[src/sv/tof_pkg.sv]
// ----------------------------------------------------------------------------
// tof_pkg: shared types and constants of the terminal output formatter
// Configuration record, classified command word and character codes.
// ----------------------------------------------------------------------------
`default_nettype none

package tof_pkg;

    localparam logic [6:0] CH_TAB      = 7'd9;
    localparam logic [6:0] CH_LF       = 7'd10;
    localparam logic [6:0] CH_CR       = 7'd13;
    localparam logic [6:0] CH_ESC      = 7'd27;
    localparam logic [6:0] CH_SPACE    = 7'd32;
    localparam logic [6:0] CH_DOLLAR   = 7'h24;
    localparam logic [6:0] CH_CARET    = 7'h5E;
    localparam logic [6:0] CTRL_OFFSET = 7'h40;

    // byte budget of one burst and the room a tab space may need (CR LF space)
    localparam logic [5:0] MAX_OUT       = 6'd32;
    localparam logic [5:0] SPACE_RESERVE = 6'd3;

    localparam logic [2:0] CFG_LINE_WIDTH    = 3'd0;
    localparam logic [2:0] CFG_TAB_MASK      = 3'd1;
    localparam logic [2:0] CFG_TRUNCATE_MODE = 3'd2;
    localparam logic [2:0] CFG_IMAGE_MODE    = 3'd3;
    localparam logic [2:0] CFG_NOWRAP_LOW    = 3'd4;
    localparam logic [2:0] CFG_NOWRAP_HIGH   = 3'd5;

    typedef struct packed {
        logic [63:0] nowrap_high;
        logic [63:0] nowrap_low;
        logic        image_mode;
        logic        truncate_mode;
        logic [3:0]  tab_mask;
        logic [7:0]  line_width;
    } cfg_t;

    typedef enum logic [2:0] {
        K_PRINT,
        K_CR,
        K_LF,
        K_RAW,
        K_ESC,
        K_TAB,
        K_CTRL
    } kind_t;

    typedef struct packed {
        logic [6:0] code;
        kind_t      kind;
        logic       exempt;
    } cmd_t;

    // column advance, saturating at 255
    function automatic logic [7:0] col_add(input logic [7:0] col, input logic [1:0] k);
        logic [8:0] sum;
        sum = {1'b0, col} + {7'b0, k};
        return sum[8] ? 8'hFF : sum[7:0];
    endfunction

endpackage

`default_nettype wire

[src/sv/tof_front.sv]
// ----------------------------------------------------------------------------
// tof_front: input acceptance and character classification
// Drops suppressed characters and turns the rest into command words.
// ----------------------------------------------------------------------------
`default_nettype none

module tof_front (
    input  wire tof_pkg::cfg_t cfg,
    input  wire                s_tvalid,
    output logic               s_tready,
    input  wire  [15:0]        s_tdata,   // [6:0] char_code, [7] command_done,
                                          // [8] output_suppressed
    input  wire                q_full,
    output logic               q_push,
    output tof_pkg::cmd_t      q_cmd
);

    logic [6:0]   code;
    logic         done;
    logic         suppressed;
    logic         raw;
    logic [127:0] nowrap_all;

    assign code       = s_tdata[6:0];
    assign done       = s_tdata[7];
    assign suppressed = s_tdata[8];
    assign raw        = cfg.image_mode && !done;
    assign nowrap_all = {cfg.nowrap_high, cfg.nowrap_low};

    assign s_tready = !q_full;
    assign q_push   = s_tvalid && !q_full && !suppressed;

    always_comb begin
        q_cmd.code   = code;
        q_cmd.exempt = (code == tof_pkg::CH_CR) || nowrap_all[code];
        if (code[6:5] != 2'b00) begin
            q_cmd.kind = tof_pkg::K_PRINT;
        end else if (code == tof_pkg::CH_CR) begin
            q_cmd.kind = tof_pkg::K_CR;
        end else if (code == tof_pkg::CH_LF) begin
            q_cmd.kind = tof_pkg::K_LF;
        end else if (raw) begin
            q_cmd.kind = tof_pkg::K_RAW;
        end else if (code == tof_pkg::CH_ESC) begin
            q_cmd.kind = tof_pkg::K_ESC;
        end else if (code == tof_pkg::CH_TAB) begin
            q_cmd.kind = tof_pkg::K_TAB;
        end else begin
            q_cmd.kind = tof_pkg::K_CTRL;
        end
    end

endmodule

`default_nettype wire

[src/sv/tof_queue.sv]
// ----------------------------------------------------------------------------
// tof_queue: short command queue between front and back
// Circular buffer of classified commands with a fill count.
// ----------------------------------------------------------------------------
`default_nettype none

module tof_queue #(
    parameter int DEPTH = 2
) (
    input  wire                aclk,
    input  wire                aresetn,
    input  wire                push,
    input  wire tof_pkg::cmd_t din,
    output logic               full,
    input  wire                pop,
    output logic               valid,
    output tof_pkg::cmd_t      dout
);

    localparam int PW = $clog2(DEPTH);
    localparam int CW = $clog2(DEPTH + 1);
    localparam logic [PW-1:0] LAST_PTR = PW'(DEPTH - 1);
    localparam logic [CW-1:0] FULL_CNT = CW'(DEPTH);

    tof_pkg::cmd_t entry_reg [DEPTH];
    logic [PW-1:0] wr_ptr_reg, wr_ptr_next;
    logic [PW-1:0] rd_ptr_reg, rd_ptr_next;
    logic [CW-1:0] count_reg, count_next;
    logic          do_push, do_pop;

    assign full    = (count_reg == FULL_CNT);
    assign valid   = (count_reg != '0);
    assign dout    = entry_reg[rd_ptr_reg];
    assign do_push = push && !full;
    assign do_pop  = pop && valid;

    always_comb begin
        wr_ptr_next = wr_ptr_reg;
        rd_ptr_next = rd_ptr_reg;
        count_next  = count_reg;
        if (do_push) begin
            wr_ptr_next = (wr_ptr_reg == LAST_PTR) ? '0 : wr_ptr_reg + 1'b1;
        end
        if (do_pop) begin
            rd_ptr_next = (rd_ptr_reg == LAST_PTR) ? '0 : rd_ptr_reg + 1'b1;
        end
        if (do_push && !do_pop) begin
            count_next = count_reg + 1'b1;
        end else if (do_pop && !do_push) begin
            count_next = count_reg - 1'b1;
        end
    end

    always_ff @(posedge aclk) begin
        if (!aresetn) begin
            wr_ptr_reg <= '0;
            rd_ptr_reg <= '0;
            count_reg  <= '0;
        end else begin
            wr_ptr_reg <= wr_ptr_next;
            rd_ptr_reg <= rd_ptr_next;
            count_reg  <= count_next;
        end
    end

    always_ff @(posedge aclk) begin
        if (do_push) begin
            entry_reg[wr_ptr_reg] <= din;
        end
    end

endmodule

`default_nettype wire

[src/sv/tof_back.sv]
// ----------------------------------------------------------------------------
// tof_back: byte sequencer of the terminal output formatter
// Keeps the column, applies wrap or truncation, expands tabs and control
// codes, emits one byte per cycle into the output register unless stalled.
// ----------------------------------------------------------------------------
`default_nettype none

module tof_back (
    input  wire                aclk,
    input  wire                aresetn,
    input  wire tof_pkg::cfg_t cfg,
    input  wire                q_valid,
    input  wire tof_pkg::cmd_t q_data,
    output logic               q_pop,
    output logic               m_tvalid,
    input  wire                m_tready,
    output logic [7:0]         m_tdata,   // [6:0] out_byte
    output logic               m_tlast    // last_byte
);

    typedef enum logic [2:0] {
        S_IDLE,
        S_WLF,
        S_BODY,
        S_CTRL2,
        S_TAB,
        S_TABLF,
        S_TABSP
    } state_t;

    state_t        state_reg, state_next;
    tof_pkg::cmd_t cur_reg, cur_next;
    logic [7:0]    col_reg, col_next;
    logic [5:0]    cnt_reg, cnt_next;
    logic          out_valid_reg;
    logic [6:0]    out_byte_reg;
    logic          out_last_reg;

    logic          free;
    logic          sp_exempt;
    logic          emit;
    logic [6:0]    emit_byte;
    logic          emit_last;
    logic          body_go, tab_go, space_go;
    tof_pkg::cmd_t body_cmd;
    logic [5:0]    cnt_base;
    logic [7:0]    col_sp;
    logic          tab_cont;

    assign free      = !out_valid_reg || m_tready;
    assign sp_exempt = cfg.nowrap_low[tof_pkg::CH_SPACE[5:0]];
    assign col_sp    = tof_pkg::col_add(col_reg, 2'd1);

    always_comb begin
        state_next = state_reg;
        cur_next   = cur_reg;
        col_next   = col_reg;
        cnt_next   = cnt_reg;
        q_pop      = 1'b0;
        emit       = 1'b0;
        emit_byte  = tof_pkg::CH_SPACE;
        emit_last  = 1'b0;
        body_go    = 1'b0;
        tab_go     = 1'b0;
        space_go   = 1'b0;
        body_cmd   = cur_reg;
        cnt_base   = cnt_reg;
        tab_cont   = 1'b0;

        case (state_reg)
            S_IDLE: begin
                if (q_valid && free) begin
                    q_pop    = 1'b1;
                    cur_next = q_data;
                    cnt_base = '0;
                    cnt_next = '0;
                    if (col_reg >= cfg.line_width && !q_data.exempt) begin
                        // truncate mode drops the character with no bytes
                        if (!cfg.truncate_mode) begin
                            emit       = 1'b1;
                            emit_byte  = tof_pkg::CH_CR;
                            col_next   = '0;
                            cnt_next   = 6'd1;
                            state_next = S_WLF;
                        end
                    end else begin
                        body_go  = 1'b1;
                        body_cmd = q_data;
                    end
                end
            end
            S_WLF: begin
                if (free) begin
                    emit       = 1'b1;
                    emit_byte  = tof_pkg::CH_LF;
                    cnt_next   = cnt_reg + 1'b1;
                    state_next = S_BODY;
                end
            end
            S_BODY: begin
                if (free) begin
                    body_go = 1'b1;
                end
            end
            S_CTRL2: begin
                if (free) begin
                    emit       = 1'b1;
                    emit_byte  = cur_reg.code + tof_pkg::CTRL_OFFSET;
                    emit_last  = 1'b1;
                    col_next   = tof_pkg::col_add(col_reg, 2'd2);
                    cnt_next   = cnt_reg + 1'b1;
                    state_next = S_IDLE;
                end
            end
            S_TAB: begin
                if (free) begin
                    tab_go = 1'b1;
                end
            end
            S_TABLF: begin
                if (free) begin
                    emit       = 1'b1;
                    emit_byte  = tof_pkg::CH_LF;
                    cnt_next   = cnt_reg + 1'b1;
                    state_next = S_TABSP;
                end
            end
            S_TABSP: begin
                if (free) begin
                    space_go = 1'b1;
                end
            end
            default: begin
                state_next = S_IDLE;
            end
        endcase

        if (body_go) begin
            state_next = S_IDLE;
            cnt_next   = cnt_base + 1'b1;
            case (body_cmd.kind)
                tof_pkg::K_CR: begin
                    emit      = 1'b1;
                    emit_byte = tof_pkg::CH_CR;
                    emit_last = 1'b1;
                    col_next  = '0;
                end
                tof_pkg::K_LF: begin
                    emit      = 1'b1;
                    emit_byte = tof_pkg::CH_LF;
                    emit_last = 1'b1;
                end
                tof_pkg::K_RAW: begin
                    emit      = 1'b1;
                    emit_byte = body_cmd.code;
                    emit_last = 1'b1;
                end
                tof_pkg::K_ESC: begin
                    emit      = 1'b1;
                    emit_byte = tof_pkg::CH_DOLLAR;
                    emit_last = 1'b1;
                    col_next  = col_sp;
                end
                tof_pkg::K_CTRL: begin
                    emit       = 1'b1;
                    emit_byte  = tof_pkg::CH_CARET;
                    state_next = S_CTRL2;
                end
                tof_pkg::K_TAB: begin
                    tab_go = 1'b1;
                end
                default: begin
                    emit      = 1'b1;
                    emit_byte = body_cmd.code;
                    emit_last = 1'b1;
                    col_next  = col_sp;
                end
            endcase
        end

        if (tab_go) begin
            if (col_reg >= cfg.line_width && !sp_exempt) begin
                if (cfg.truncate_mode) begin
                    // first space already overlong: tab yields nothing
                    cnt_next   = cnt_base;
                    state_next = S_IDLE;
                end else begin
                    emit       = 1'b1;
                    emit_byte  = tof_pkg::CH_CR;
                    col_next   = '0;
                    cnt_next   = cnt_base + 1'b1;
                    state_next = S_TABLF;
                end
            end else begin
                space_go = 1'b1;
            end
        end

        if (space_go) begin
            // look ahead so the final space carries the last flag
            tab_cont = ((col_sp[3:0] & cfg.tab_mask) != 4'd0)
                    && ((cnt_base + 1'b1 + tof_pkg::SPACE_RESERVE) <= tof_pkg::MAX_OUT)
                    && !(cfg.truncate_mode && col_sp >= cfg.line_width && !sp_exempt);
            emit       = 1'b1;
            emit_byte  = tof_pkg::CH_SPACE;
            emit_last  = !tab_cont;
            col_next   = col_sp;
            cnt_next   = cnt_base + 1'b1;
            state_next = tab_cont ? S_TAB : S_IDLE;
        end
    end

    always_ff @(posedge aclk) begin
        if (!aresetn) begin
            state_reg     <= S_IDLE;
            col_reg       <= '0;
            cnt_reg       <= '0;
            out_valid_reg <= 1'b0;
        end else begin
            state_reg <= state_next;
            col_reg   <= col_next;
            cnt_reg   <= cnt_next;
            if (emit) begin
                out_valid_reg <= 1'b1;
            end else if (m_tready) begin
                out_valid_reg <= 1'b0;
            end
        end
    end

    always_ff @(posedge aclk) begin
        cur_reg <= cur_next;
        if (emit) begin
            out_byte_reg <= emit_byte;
            out_last_reg <= emit_last;
        end
    end

    assign m_tvalid = out_valid_reg;
    assign m_tdata  = {1'b0, out_byte_reg};
    assign m_tlast  = out_last_reg;

    a_wrap_lf_not_last: assert property (@(posedge aclk) disable iff (!aresetn)
        (emit && state_reg == S_WLF) |-> !emit_last)
        else $error("wrap LF flagged as last byte");

    a_burst_bounded: assert property (@(posedge aclk) disable iff (!aresetn)
        (state_reg != S_IDLE) |-> (cnt_reg <= tof_pkg::MAX_OUT))
        else $error("burst exceeds byte budget");

    a_cr_clears_column: assert property (@(posedge aclk) disable iff (!aresetn)
        (emit && emit_byte == tof_pkg::CH_CR) |=> (col_reg == 8'd0))
        else $error("column not cleared after CR");

endmodule

`default_nettype wire

[src/sv/terminal_output_formatter.sv]
// ----------------------------------------------------------------------------
// terminal_output_formatter: terminal character output with tab expansion
// and line wrap
//
// Input stream (s_*): one 7-bit character per request with its command_done
// and output_suppressed flags. Output stream (m_*): the terminal bytes caused
// by that character, m_tlast on the last one. Suppressed or truncated
// characters, and a tab whose first space is truncated, give no bytes.
// Configuration: cfg_we writes cfg_wdata into register cfg_index
// (0 line_width, 1 tab_mask, 2 truncate_mode, 3 image_mode,
// 4 nowrap_mask_low, 5 nowrap_mask_high); write only while idle.
// Accepted characters pass through the command queue register and the
// sequencer to the output register. Throughput: the back-end sequencer emits
// one byte per cycle while m_tready does not stall it; an item gives 1 to 32
// bytes, one dropped on wrap still passes it; suppressed ones never reach it.
// The command queue (QUEUE_DEPTH entries) lets input be accepted while a
// burst is still being sent; a stall on m_tready holds the output register
// and the sequencer, and s_tready falls once the queue fills.
// Reset: column 0, queue and output empty, registers to their defaults.
// ----------------------------------------------------------------------------
`default_nettype none

module terminal_output_formatter #(
    parameter int QUEUE_DEPTH = 2
) (
    input  wire         aclk,
    input  wire         aresetn,
    input  wire         s_tvalid,
    output logic        s_tready,
    input  wire  [15:0] s_tdata,    // [6:0] char_code, [7] command_done,
                                    // [8] output_suppressed
    output logic        m_tvalid,
    input  wire         m_tready,
    output logic [7:0]  m_tdata,    // [6:0] out_byte
    output logic        m_tlast,    // last_byte
    input  wire         cfg_we,
    input  wire  [2:0]  cfg_index,
    input  wire  [63:0] cfg_wdata
);

    tof_pkg::cfg_t cfg_reg;
    tof_pkg::cmd_t front_cmd;
    tof_pkg::cmd_t q_data;
    logic          q_full, q_push, q_pop, q_valid;

    always_ff @(posedge aclk) begin
        if (!aresetn) begin
            cfg_reg.line_width    <= 8'd80;
            cfg_reg.tab_mask      <= 4'd7;
            cfg_reg.truncate_mode <= 1'b0;
            cfg_reg.image_mode    <= 1'b0;
            cfg_reg.nowrap_low    <= 64'd1024;
            cfg_reg.nowrap_high   <= 64'd0;
        end else if (cfg_we) begin
            case (cfg_index)
                tof_pkg::CFG_LINE_WIDTH:    cfg_reg.line_width    <= cfg_wdata[7:0];
                tof_pkg::CFG_TAB_MASK:      cfg_reg.tab_mask      <= cfg_wdata[3:0];
                tof_pkg::CFG_TRUNCATE_MODE: cfg_reg.truncate_mode <= cfg_wdata[0];
                tof_pkg::CFG_IMAGE_MODE:    cfg_reg.image_mode    <= cfg_wdata[0];
                tof_pkg::CFG_NOWRAP_LOW:    cfg_reg.nowrap_low    <= cfg_wdata;
                tof_pkg::CFG_NOWRAP_HIGH:   cfg_reg.nowrap_high   <= cfg_wdata;
                default: begin
                end
            endcase
        end
    end

    tof_front u_front (
        .cfg      (cfg_reg),
        .s_tvalid (s_tvalid),
        .s_tready (s_tready),
        .s_tdata  (s_tdata),
        .q_full   (q_full),
        .q_push   (q_push),
        .q_cmd    (front_cmd)
    );

    tof_queue #(
        .DEPTH (QUEUE_DEPTH)
    ) u_queue (
        .aclk    (aclk),
        .aresetn (aresetn),
        .push    (q_push),
        .din     (front_cmd),
        .full    (q_full),
        .pop     (q_pop),
        .valid   (q_valid),
        .dout    (q_data)
    );

    tof_back u_back (
        .aclk     (aclk),
        .aresetn  (aresetn),
        .cfg      (cfg_reg),
        .q_valid  (q_valid),
        .q_data   (q_data),
        .q_pop    (q_pop),
        .m_tvalid (m_tvalid),
        .m_tready (m_tready),
        .m_tdata  (m_tdata),
        .m_tlast  (m_tlast)
    );

endmodule

`default_nettype wire

[config.mk]
export PLATFORM = sky130hd
export DESIGN_NAME = terminal_output_formatter
export DESIGN_NICKNAME = d
export VERILOG_FILES = /design/src/sv/tof_pkg.sv /design/src/sv/tof_front.sv /design/src/sv/tof_queue.sv /design/src/sv/tof_back.sv /design/src/sv/terminal_output_formatter.sv
export SDC_FILE = /design/constraint.sdc
export NUM_CORES = 1
export LEC_CHECK = 0
export BUFFER_PORTS_ARGS = -buffer_cell sky130_fd_sc_hd__buf_4
export CAP_MARGIN = 20
export CORE_ASPECT_RATIO = 1.2
export CORE_MARGIN = 3
export CORE_UTILIZATION = 54
export CTS_CLUSTER_SIZE = 14
export DETAILED_ROUTE_END_ITERATION = 8
export PLACE_DENSITY = 0.82
export SKIP_LAST_GASP = 1
export SLEW_MARGIN = 25
export SYNTH_ARGS = -nofsm -noshare
export SYNTH_HDL_FRONTEND = slang
export SYNTH_SLANG_ARGS = --single-unit
[constraint.sdc]
create_clock -name aclk -period 3.4 [get_ports aclk]
set_clock_uncertainty 0.15 [all_clocks]
set_input_delay 0.68 -clock aclk [delete_from_list [all_inputs] [get_ports aclk]]
set_output_delay 0.68 -clock aclk [all_outputs]
set_load 0.02 [all_outputs]
Word-level counts from Yosys, hierarchy flattened
Memories as Yosys holds them, arrays and structs flattened. A register that Yosys moved wholly into a read port is not among the register bits.
Cells that the tools add are included.
{ "op_classes": {"addsub": 10, "multipliers": 0, "div_mod_pow": 0, "magnitude_cmp": 4, "eq_ne": 22, "shift": 0, "mux": 97, "bitwise": 1, "reduce_logical": 45} }
{ "ops": {"columns": ["op", "count"], "rows": [
  ["2-to-1 mux 8 bit", 11],
  ["2-to-1 mux 6 bit", 12],
  ["2-to-1 mux 3 bit", 17],
  ["2-to-1 mux 7 bit", 7],
  ["case mux 7 bit (5 select lines)", 1],
  ["2-to-1 mux 1 bit", 34],
  ["2-to-1 mux 11 bit", 3],
  ["case mux 8 bit (2 select lines)", 2],
  ["equality test 3 bit, second input constant", 8],
  ["equality test 7 x 4 -> 1 bit, second input constant", 3],
  ["case mux 7 bit (3 select lines)", 1],
  ["equality test 3 x 2 -> 1 bit, second input constant", 6],
  [">= comparator 8 bit", 2],
  ["case mux 3 bit (5 select lines)", 1],
  ["logical AND 1 bit", 14],
  ["AND reduction 2 bit", 7],
  ["adder 6 x 1 -> 6 bit, second input constant", 2],
  ["case mux 6 bit (2 select lines)", 1],
  ["logical NOT 1 bit", 10],
  ["adder 8 x 1 -> 9 bit, second input constant", 1],
  ["adder 8 x 2 -> 9 bit, second input constant", 1],
  ["equality test 3 x 1 -> 1 bit, second input constant", 3],
  ["< comparator 7 x 8 -> 1 bit, second input constant", 1],
  ["2-to-1 mux 2 bit", 4],
  ["18 further kinds", 27]
]} }
{ "totals": {"ff_bits": 183, "latchBits": 0, "ram_bits": 22, "mem_bits_ro": 0, "in_bits": 88, "memories": 1} }
{ "mem_list": {"columns": ["name", "depth", "word_bits", "read_ports", "rd_clocked_by_memory_dff", "wr", "line", "rtl"], "rows": [
  ["u_queue.entry_reg", 2, 11, 1, 1, 1, "tof_queue.sv:25", "tof_pkg::cmd_t entry_reg [DEPTH];"]
]} }

Longest topological paths before layout
{ "depth": {"word_depth": 13, "ltp_mapped": 14, "ltp_nobuf": 13} }

By module
Synthesis repeated with hierarchy kept, for this count alone.
{ "hier_totals": {"cells_unflattened": 1173, "area_unflattened_um2": 11157.0} }
{ "by_module_without_submodules": {"columns": ["module", "instances", "cells_per_inst", "area_per_inst_um2", "seq_area_each_um2"], "rows": [
  ["terminal_output_formatter", 1, 543, 5370.2, 2842.7],
  ["tof_back", 1, 439, 3398.3, 900.9],
  ["tof_front", 1, 132, 1362.6, 0.0],
  ["tof_queue", 1, 59, 1026.0, 760.7]
]} }

Worst setup path before layout
No wires, ideal clock.
{ "synth_path": {"path_type": "input-to-reg", "start": "input port m_tready", "end": "register u_back.out_last_reg, in the netlist u_back.m_tlast, data pin", "arrival_ns": 3.112, "slack_ns": -0.136, "cell_stages": 14, "n_path_buf": 2, "cell_sequence": "nor2b_1 buf_2 nor4_4 inv_2 buf_1 nand2_1 inv_1 ha_1 xnor2_1 or3_1 a21boi_0 o31ai_1 o31ai_1 o211ai_1"} }
{ "synth_between": {"elab_chain_len": 11} }
{ "synth_rtl": {"columns": ["element", "line", "rtl"], "rows": [
  ["start: declaration", "terminal_output_formatter.sv:33", "input wire m_tready,"],
  ["logical OR 1 bit (*)", "tof_back.sv:50", "assign free = !out_valid_reg || m_tready;"],
  ["logical AND 1 bit", "tof_back.sv:72", "if (q_valid && free) begin"],
  ["2-to-1 mux 6 bit", "tof_back.sv:72", null],
  ["2-to-1 mux 6 bit", "tof_back.sv:70", "case (state_reg)"],
  ["adder 6 x 1 -> 6 bit", "tof_back.sv:202", "&& ((cnt_base + 1'b1 + tof_pkg::SPACE_RESERVE) <= tof_pkg::MAX_OUT)"],
  ["adder 6 x 2 -> 6 bit", "tof_back.sv:202", null],
  ["<= comparator 6 bit", "tof_back.sv:202", null],
  ["logical AND 1 bit", "tof_back.sv:202", null],
  ["logical AND 1 bit", "tof_back.sv:203", "&& !(cfg.truncate_mode && col_sp >= cfg.line_width && !sp_exempt);"],
  ["logical NOT 1 bit", "tof_back.sv:206", "emit_last = !tab_cont;"],
  ["2-to-1 mux 1 bit (*)", "tof_back.sv:199", "if (space_go) begin"],
  ["named net u_back.emit_last", "tof_back.sv:43", "logic emit_last;"],
  ["end signal: assignment", "tof_back.sv:235", "out_last_reg <= emit_last;"],
  ["end: declaration", "tof_back.sv:37", "logic out_last_reg;"]
]} }
The timed path passes the listed nets; every way through them passes the cells marked *.
A chain may end at the register's enable or synchronous reset.

Final worst setup path
{ "layout_path": {"start": "register u_back.state_reg[0]", "end": "register u_back.out_last_reg, in the netlist u_back.m_tlast, data pin"} }
{ "layout_between": {"elab_chain_len": 9} }
{ "layout_rtl": {"columns": ["element", "line", "rtl"], "rows": [
  ["start: declaration", "tof_back.sv:31", "state_t state_reg, state_next;"],
  ["start signal: assignment", "tof_back.sv:220", "state_reg <= state_next;"],
  ["logical NOT 3 bit", "tof_back.sv:70", null],
  ["2-to-1 mux 6 bit", "tof_back.sv:70", null],
  ["adder 6 x 1 -> 6 bit", "tof_back.sv:202", null],
  ["adder 6 x 2 -> 6 bit", "tof_back.sv:202", null],
  ["<= comparator 6 bit", "tof_back.sv:202", null],
  ["logical AND 1 bit", "tof_back.sv:202", null],
  ["logical AND 1 bit", "tof_back.sv:203", null],
  ["logical NOT 1 bit", "tof_back.sv:206", null],
  ["2-to-1 mux 1 bit (*)", "tof_back.sv:199", null],
  ["named net u_back.emit_last", "tof_back.sv:43", null]
]} }
Marks and branches as above.

==> results by group <==
GRT
  – Largest net degree at the start of global routing: 140
  – Initial antenna violation count: 0
  – Overflow after GRT: 0
  – First-pass GRT wire length: 42,770 um
  – Vias in the first global route: 8,836
  – Global-route usage over all layers: 24.75%

Clock tree
  – Max clock buf depth: 3
  – Root Driver: clkbuf_16
  – Clk pin slew, worst setup/hold paths: 60 ps
  – Max H-tree Level: 1
  – TritonCTS clock tree: yes
  – Sink Count: 205
  – Clock Latency Late Sink: 510 ps
  – Hold-fix buffers, CTS: 0
  – TritonCTS Buffers: 22

Yosys
  – Top cells by area, synth: dfxtp_1, edfxtp_1, nand2_1, mux4_2, a21oi_1
  – Library cells used by synthesis: 71
  – Ys Warns: 0
  – Commonest cells post-synth: nand2_1, dfxtp_1, a21oi_1
  – Synth top area share: 32.05%
  – Most common cell in the netlist: nand2_1
  – Synth Register Bits: 205
  – Synth area leader: dfxtp_1
  – Post-synth EDFFs: 40
  – Mapped Cells: 1,170
  – Area of the mapped netlist: 0.01031 sq mm
  – Leading register cell type out of synthesis: dfxtp_1
  – Syn avg cell area: 8.809 sq um
  – Fraction of registers with async set/reset: 0%
  – Register area share after synthesis: 43.71%
  – Synthesized Nets: 1,281

Hold path
  – Hold Path Stages: 1
  – Min-Delay Path Class: in -> reg
  – Hold Path Origin: s_tdata[5]
  – Hold Crit Endpoint: u_queue.entry_reg[1][9]

Floorplanning
  – Row count: 54
  – Die Area: 0.02079 sq mm
  – Floorplan Core Area: 0.01845 sq mm
  – Num ports: 99
  – Die width: 132.1 um
  – Die Ht: 157.3 um
  – Starting Density: 55.87%

Route
  – ANT nets after route: 0
  – DRT iter0 DRCs: 802
  – DR WL/cell: 17.11 um
  – DRT Wirelength: 26,030 um
  – Via-to-Cell Ratio: 5.965
  – Routed via count: 9,078
  – DRC Markers: 0
  – DRT Pass-1 Iters: 6

Final layout
  – Nets: 1,365
  – Storage cell area: 0.004504 sq mm
  – Ratio of cells with drive above 1 in the final layout: 19.37%
  – Fin cells: 1,522
  – Fillcell total: 1,442
  – Inserted Diodes: 0
  – Largest register FFs: 142
  – Footprint of the multi-input gates: 0.005403 sq mm
  – Area grow syn2layout: 18.74%

Place
  – Dpl cells: 1,482
  – GP Congestion: 0.9050
  – Hpwl dp: 17,580 um
  – Number of port buffers: 90

Setup path
  – RR Endpoint: u_back.m_tlast
  – R2R setup slack: 200 ps
  – Crit Path Max Fanout: 5
  – Worst Setup SP: u_back.state_reg[0]
  – Reg-to-Reg Start: u_back.state_reg[0]
  – Critical path type: reg -> reg
  – CP endpoint kind: flip-flop
  – CP Launch Type: flip-flop
  – WP data required: 3470 ps
  – R2R depth: 13
  – Arrival @ worst endpoint: 3280 ps

Timing
  – Unrepaired setup endpoints after global routing: true
  – Final Hold Fails: 0
  – Worst slew pin tran: 1027 ps
  – Fin. max-slew vios: 0
  – Minimum clock period: 3202 ps
  – Final period utilization: 94.17%
  – Worst hold slack: 258.8 ps
  – Max frequency: 0.3123 GHz
  – Setup TNS: 0 ps
  – Max_slew headroom: 31.55%
  – # setup viols final: 0

Pwr
  – Max IR drop VDD: 0.4383 mV
  – Pwr Density: 674.9 mW/mm^2
  – Lkg Pwr: 4.470 nW
  – Post-layout power: 8.259 mW

Job
  – Max cap viols: 0

Outcome
  – Outcome: finished, final reports clean
## through the flow
stage	instance area (sq um)	setup WS (ps)	util (%)
after global placement	11390	25.91	61.74
final	12240	198.3	66.35
after detailed placement	11390	-4.397	61.74
after CTS	12220	190.6	66.25
after global routing	12240	-52.05	66.35
after floorplan	10310	25.98	-
## metal layers
metal | global-route usage (%) | vias up | part of all wire [%]
met5 | 0 | - | 0
met1 | 29.53 | 4352 | 40
met3 | 3.549 | 69 | 5.9
met4 | 9.005 | 0 | 3.2
li1 | - | 4331 | -
met2 | 45.60 | 326 | 51
## power by group
group | internal [mW] | total (mW) | switching, mW | leakage, nW
combinational | 1.04 | 2.57 | 1.53 | 2.36
sequential | 2.81 | 2.99 | 0.180 | 1.71
clock | 1.70 | 2.70 | 0.997 | 0.400
## placed cells by master, fill, tap and decap left out, types with 24 or more instances in the layout
master     Yosys  routed
a21oi_1      157     157
buf_4          1     134
clkbuf_16      0      24
dfxtp_1      165     165
edfxtp_1      40      40
inv_1         35      34
mux4_2        41      41
nand2_1      307     307
nand3_1       27      26
nor2_1        49      48
o21ai_0       29      29
## critical path, cell delays in order, from the launching register on
cell and delay, ps:
dfxtp_1 300, or2_1 310, nor4_4 280, inv_2 110
nand2_1 160, inv_1 80, ha_1 210, xnor2_1 150
or3_1 380, a21boi_0 160, o31ai_1 80, o31ai_1 290
buf_4 170, o211ai_1 80
## cells by family after synthesis
kind of cell,count (synthesis),share of synthesized area [%]
and+or+nand+nor,457,18.84
AOI/OAI and AO/OA,290,17.55
DFF,205,43.71
buffers and inverters,112,4.188
muxes,66,11.52
adders and majority gates,23,2.792
xor gates and xnor gates,16,1.360
other,1,0.03639
## area by class of cell
class | instances | share of cell area (%)
Multi-Input combinational cell | 853 | 44.15
Clock buffer | 27 | 5.163
Timing Repair Buffer | 136 | 8.547
Clock inverter | 13 | 1.636
Sequential cell | 205 | 36.81
Tap cell | 252 | 2.576
Inverter | 36 | 1.125
## timing repair
| action | CTS | global route |
|---|---|---|
| buffers inserted | 0 | 0 |
| setup endpoints to repair | 0 | 12 |
| gates resized for setup | 0 | 4 |
## how the worst max path moves through the flow
stage                                   end  slack, ps  cells after the start
floorplan                    u_back.m_tlast         30                     14
global placement    u_queue.entry_reg[1][0]         30                      6
detailed placement  u_queue.entry_reg[0][0]         -4                      6
CTS                       u_back.col_reg[1]        190                      9
global route                 u_back.m_tlast        -50                     13
finish                       u_back.m_tlast        200                     13
(Power assumes the default switching activity.)
